### src/rtl/core/splb_pkg.sv
// ----------------------------------------------------------------------------
// Sorted price level book package
// Shared payload types, commands and constants of the price level table.
// ----------------------------------------------------------------------------
package splb_pkg;

    localparam logic [1:0] FUNC_ADD    = 2'd0;
    localparam logic [1:0] FUNC_REMOVE = 2'd1;
    localparam logic [1:0] FUNC_READ   = 2'd2;
    localparam logic [1:0] FUNC_NOP    = 2'd3;

    localparam logic [1:0] ST_OK       = 2'd0;
    localparam logic [1:0] ST_REJECTED = 2'd1;
    localparam logic [1:0] ST_FULL     = 2'd2;

    localparam logic [5:0] MAX_READ = 6'd32;
    localparam logic signed [47:0] PAD_HIGH = 48'sd9999999999;
    localparam logic signed [47:0] PAD_LOW  = -48'sd9999999999;
    localparam logic [39:0] SIZE_MAX = '1;

    typedef struct packed {
        logic [1:0]         func;
        logic signed [47:0] price;
        logic [31:0]        quantity;
        logic [5:0]         read_count;
    } t_in;

    typedef struct packed {
        logic [1:0]         status;
        logic signed [47:0] level_price;
        logic [39:0]        level_size;
        logic               last;
    } t_out;

    typedef struct packed {
        logic load;
        logic compare;
        logic select;
        logic update;
        logic read_emit;
    } t_cmd;

    typedef struct packed {
        logic [1:0] func;
        logic       read_zero;
        logic       read_last;
        logic       out_free;
    } t_sts;

endpackage

### src/rtl/core/splb_ctrl.sv
// ----------------------------------------------------------------------------
// Sorted price level book controller
// Sequences load, compare, select, update and read beats of one item.
// ----------------------------------------------------------------------------
module splb_ctrl (
    input  logic          i_clk,
    input  logic          i_rst_n,
    input  logic          i_in_valid,
    output logic          o_in_stall,
    input  splb_pkg::t_sts i_sts,
    output splb_pkg::t_cmd o_cmd
);
    import splb_pkg::*;

    localparam logic [2:0] S_IDLE = 3'd0;
    localparam logic [2:0] S_CMP  = 3'd1;
    localparam logic [2:0] S_SEL  = 3'd2;
    localparam logic [2:0] S_UPD  = 3'd3;
    localparam logic [2:0] S_READ = 3'd4;

    logic [2:0] r_state;
    logic [2:0] n_state;

    assign o_in_stall = (r_state != S_IDLE);

    always_comb begin
        n_state = r_state;
        o_cmd   = '0;
        case (r_state)
            S_IDLE: begin
                if (i_in_valid) begin
                    o_cmd.load = 1'b1;
                    n_state    = S_CMP;
                end
            end
            S_CMP: begin
                o_cmd.compare = 1'b1;
                if (i_sts.func == FUNC_READ) begin
                    n_state = i_sts.read_zero ? S_IDLE : S_READ;
                end else begin
                    n_state = S_SEL;
                end
            end
            S_SEL: begin
                o_cmd.select = 1'b1;
                n_state      = S_UPD;
            end
            S_UPD: begin
                if (i_sts.out_free) begin
                    o_cmd.update = 1'b1;
                    n_state      = S_IDLE;
                end
            end
            S_READ: begin
                if (i_sts.out_free) begin
                    o_cmd.read_emit = 1'b1;
                    if (i_sts.read_last) begin
                        n_state = S_IDLE;
                    end
                end
            end
            default: begin
                n_state = S_IDLE;
            end
        endcase
    end

    always_ff @(posedge i_clk) begin
        if (!i_rst_n) begin
            r_state <= S_IDLE;
        end else begin
            r_state <= n_state;
        end
    end

    a_update_free: assert property (@(posedge i_clk) disable iff (!i_rst_n)
        (o_cmd.update || o_cmd.read_emit) |-> i_sts.out_free)
        else $error("result issued while output register busy");
    a_load_idle: assert property (@(posedge i_clk) disable iff (!i_rst_n)
        o_cmd.load |=> (r_state == S_CMP))
        else $error("load not followed by compare");
    a_read_entry: assert property (@(posedge i_clk) disable iff (!i_rst_n)
        (r_state == S_READ) |-> !i_sts.read_zero)
        else $error("read sequence entered with zero count");

endmodule

### config.mk
export PLATFORM = sky130hd
export DESIGN_NAME = splb_ctrl
export DESIGN_NICKNAME = d
export VERILOG_FILES = /design/src/rtl/core/splb_pkg.sv /design/src/rtl/core/splb_ctrl.sv
export SDC_FILE = /design/constraint.sdc
export NUM_CORES = 1
export LEC_CHECK = 0
export BUFFER_PORTS_ARGS = -buffer_cell sky130_fd_sc_hd__clkbuf_2
export CAP_MARGIN = 20
export CORE_AREA = 3 3 40 42
export CTS_CLUSTER_SIZE = 16
export DETAILED_ROUTE_END_ITERATION = 8
export DIE_AREA = 0 0 43 45
export PLACE_DENSITY = 0.42
export SYNTH_ARGS = -nofsm -noshare
export SYNTH_HDL_FRONTEND = slang
export SYNTH_SLANG_ARGS = --single-unit
### constraint.sdc
create_clock -name i_clk -period 1.7 [get_ports i_clk]
set_clock_uncertainty 0.1 [all_clocks]
set_input_delay 0.085 -clock i_clk [delete_from_list [all_inputs] [get_ports i_clk]]
set_output_delay 0.085 -clock i_clk [all_outputs]
set_load 0.01 [all_outputs]
Word level (Yosys, flattened, before mapping)
Index checks and enable logic that the tools add are counted.

Output and inout port bits: 6. Flip-flop bits (word level): 3. Bits of input ports: 8.

Multiplexer cells: 14. Reduce and logical (&&, ||, !) cells: 3. Eq/ne operators: 9.

Operator list (number): $mux 3 (6); $pmux 3 s5 (1); $ne 2x2->1 const B (4); $mux 1 (7); $eq 3x2->1 const B (2); $reduce_and 4->1 (1); $eq 3x1->1 const B (1); $eq 3x3->1 const B (1); $logic_not 3->1 (1); $reduce_bool 3->1 (1); $eq 2x2->1 const B (1).

Longest topological paths before layout
Word-level depth: 3. Mapped depth: 3.

Least setup slack after synthesis
Ideal clock, no wire load.

Path type: register to output. From: register r_state[0]. To: output port o_cmd[4] in the netlist's numbering. Data arrival time: 0.881 ns. Data required time: 1.515 ns. Cell stages (with the launch flop): 3. Buffers on the path: 0. Setup slack: 0.634 ns. Cell sequence: dfxtp_1 > or3_4 > nor2_2.

RTL lines: start: declaration (RTL line splb_ctrl.sv:21) `logic [2:0] r_state;`; start signal: assignment (RTL line splb_ctrl.sv:72) `r_state <= n_state;`; end: declaration (RTL line splb_ctrl.sv:11) `output splb_pkg::t_cmd o_cmd`.

==> impl_metrics.yaml <==
worst_setup_path:
  cp.required_ns: 1.51
  cpPeakStageDelay_ns: 0.41
  reg2reg_from: "r_state[1]"
  reg2reg_depth: 2
  crit_path_start_kind: "register"
  rr_endpoint: "r_state[2]"
  path_buf_inv: 1
  critPathCaptureType: "output pin"
  timing.critical_path.from: "r_state[2]"
  crit_fanout: 7
  rrSetupSlack_ns: 0.67
  slowest_stage: "or3_4"
  endpoint: "o_cmd[4]"
  cp_cell_sequence: "or3_4 -> nor2_2 -> clkbuf_2"
  crit_type: "register to output pin"
  arrival_ns: 1.19
  cp.depth: 3
  critical_path.top_delay_family: "simple AND/OR/NAND/NOR gates"
logic_synthesis:
  yosysTopAreaCellShare_pct: 30.00
  synth_nets: 32
  synth_cell_types: 14
  synth.area.top_cells: "dfxtp_1 30%, nand2b_1 13%, o41ai_2 8.1%"
  synth_top_area_cell: "dfxtp_1"
  syn_area_um2: 200.2
  syn_inst: 24
  yosysSeqAreaShare_pct: 30.00
  yosysWarnings: 0
  ys_ff_latch: 3
  syn_avg_cell_area_um2: 8.341
global_route:
  global_route.usage.total_pct: 5.990
  grt_max_degree: 9
  grt_overflow: 0
  grt_pass1_vias: 202
  grt_pass1_wl_um: 793
  grt_antenna_before_repair: 0
placement:
  dp_cells: 52
  placed_area_um2: 284.0
  gp_congestion: 0.6306
  portBuffers: 13
timing:
  setup_tns_ns: 0
  post-route-period-util_pct: 80.65
  max_freq_mhz: 729.3
  finalHoldWorstSlack_ns: 0.03712
  slew_violations: 0
  finalSetupViolCount: 0
  worst_slew_pin_slew_ns: 0.2360
  rsz0062_at_grt: "no"
  period_minus_slack_ns: 1.371
  maxSlewHeadroom_pct: 84.25
  timing.final.hold_violations: 0
pwr:
  vdd_ir_drop_max_v: 0.0004058
  p_leak_nw: 0.1560
  powerDensity_nw_per_um2: 848.1
  seq_power_share_pct: 31.2
  power.switching_w: 0.00007380
  p_sw_share_pct: 27.17
  p_int_w: 0.0001979
  p_clk_share_pct: 45.8
  pwr-share-comb_pct: 23.0
clock_tree:
  clkTransAtPathRegs_ns: 0.04
  cts-resized-gates: 0
  cts_buffers: 3
  postCtsSetupRepairBufs: 0
  cts_sinks: 3
  cts_tree: "done"
  cts_root_buffer: "clkbuf_4"
  ctsHoldBuffers: 1
  clk_path_buf_depth: 2
  cts_max_level: 1
  clk-insertion-delay-late_ns: 0.23
status:
  status: "finished, final reports clean"
floorplanning:
  dieArea_um2: 1935
  core_area_um2: 1285
  std_cell_rows: 13
  io_pins: 14
  die_h_um: 45
  dieWidth_um: 43
  floorplan.initialDensity_pct: 15.58
worst_hold_path:
  worstHoldStart: "i_sts[4]"
  hp-class: "input port to register"
final_layout:
  largest-register: "r_state"
  diodes: 0
  finalNonFillerCells: 57
  layout_common_cells: "13 x clkbuf_2, 4 x nand2b_1, 3 x nand2_1, 3 x clkbuf_4, 3 x dfxtp_1"
  layout-drive-gt1-share_pct: 47.62
  largest_reg_flops: 3
  final_common_cell: "clkbuf_2"
  fin_area_um2: 320.3
  largestRegisters: "r_state x3"
  area_growth_pct: 60.00
  finalNetCount: 51
route:
  vias: 223
  ant_nets: 0
  viasPerCell: 3.912
  dr.first_iter.drc_count: 3
  drt-pass1-iter-count: 2
  wirelength_um: 474
  wl_per_cell_um: 8.316
  drc: 0
flow_run:
  maxCapViolations: 0
[final cells by class]
| class | count | area, um2 |
|---|---|---|
| tap | 15 | 18.77 |
| clock buffer | 4 | 26.28 |
| multi-input combinational | 20 | 136.4 |
| inverter | 1 | 3.754 |
| sequential | 3 | 60.06 |
| fill | 155 | 964.7 |
| timing repair buffer | 14 | 75.07 |
[tightest hold or removal path: stages]
cell and delay, ns:
clkbuf_2 0.08, nand2b_1 0.09, o41ai_2 0.06
[synthesized netlist by cell type]
cell,n
nand2b_1,4
dfxtp_1,3
nand2_1,3
a21oi_1,2
nor2_1,2
nor3b_1,2
and3_1,1
inv_1,1
nand2b_4,1
nand4_1,1
nor2_2,1
o21bai_1,1
o41ai_2,1
or3_4,1
[power groups by stage]
stage                     registers (W)  clock network, W  logic [W]
final                         0.0000847          0.000124  0.0000626
after global routing          0.0000858          0.000141  0.0000700
after CTS                     0.0000848          0.000132  0.0000640
after detailed placement      0.0000858                 0  0.0000619
after global placement        0.0000870                 0  0.0000618
after floorplan               0.0000841                 0  0.0000383
[stage by stage]
| stage | power [W] | setup WS, ns | utilization, % |
|---|---|---|---|
| after floorplan | 0.0001225 | 0.6339 | - |
| after global placement | 0.0001489 | 0.5447 | 22.10 |
| after detailed placement | 0.0001478 | 0.5645 | 22.10 |
| after CTS | 0.0002806 | 0.3105 | 24.93 |
| after global routing | 0.0002963 | 0.1918 | 24.93 |
| final | 0.0002717 | 0.3289 | 24.93 |
[layer usage]
metal	global-route usage [%]	up-vias	share of wire, %
li1	-	118	-
met1	7.452	93	51
met2	6.886	12	34
met3	5.976	0	16
met4	1.807	0	0
met5	0	-	0
[worst min-delay path by stage]
stage          depth (start not counted)  slack (ns)          to
3_3_place_gp                           2        0.20  r_state[2]
5_1_grt                                3        0.05  r_state[2]
4_1_cts                                3        0.03  r_state[2]
6_report                               3        0.04  r_state[2]
2_1_floorplan                          1        0.08  r_state[2]
3_5_place_dp                           2        0.19  r_state[2]
[kinds of logic after synthesis]
kind of cell,count (synthesis),share of synthesized area (%)
AOI/OAI and AO/OA,4,16.88
buffers and inverters,1,1.873
DFF,3,30.00
and+or+nand+nor,16,51.25
No activity file was read; power rests on OpenSTA's default activity.
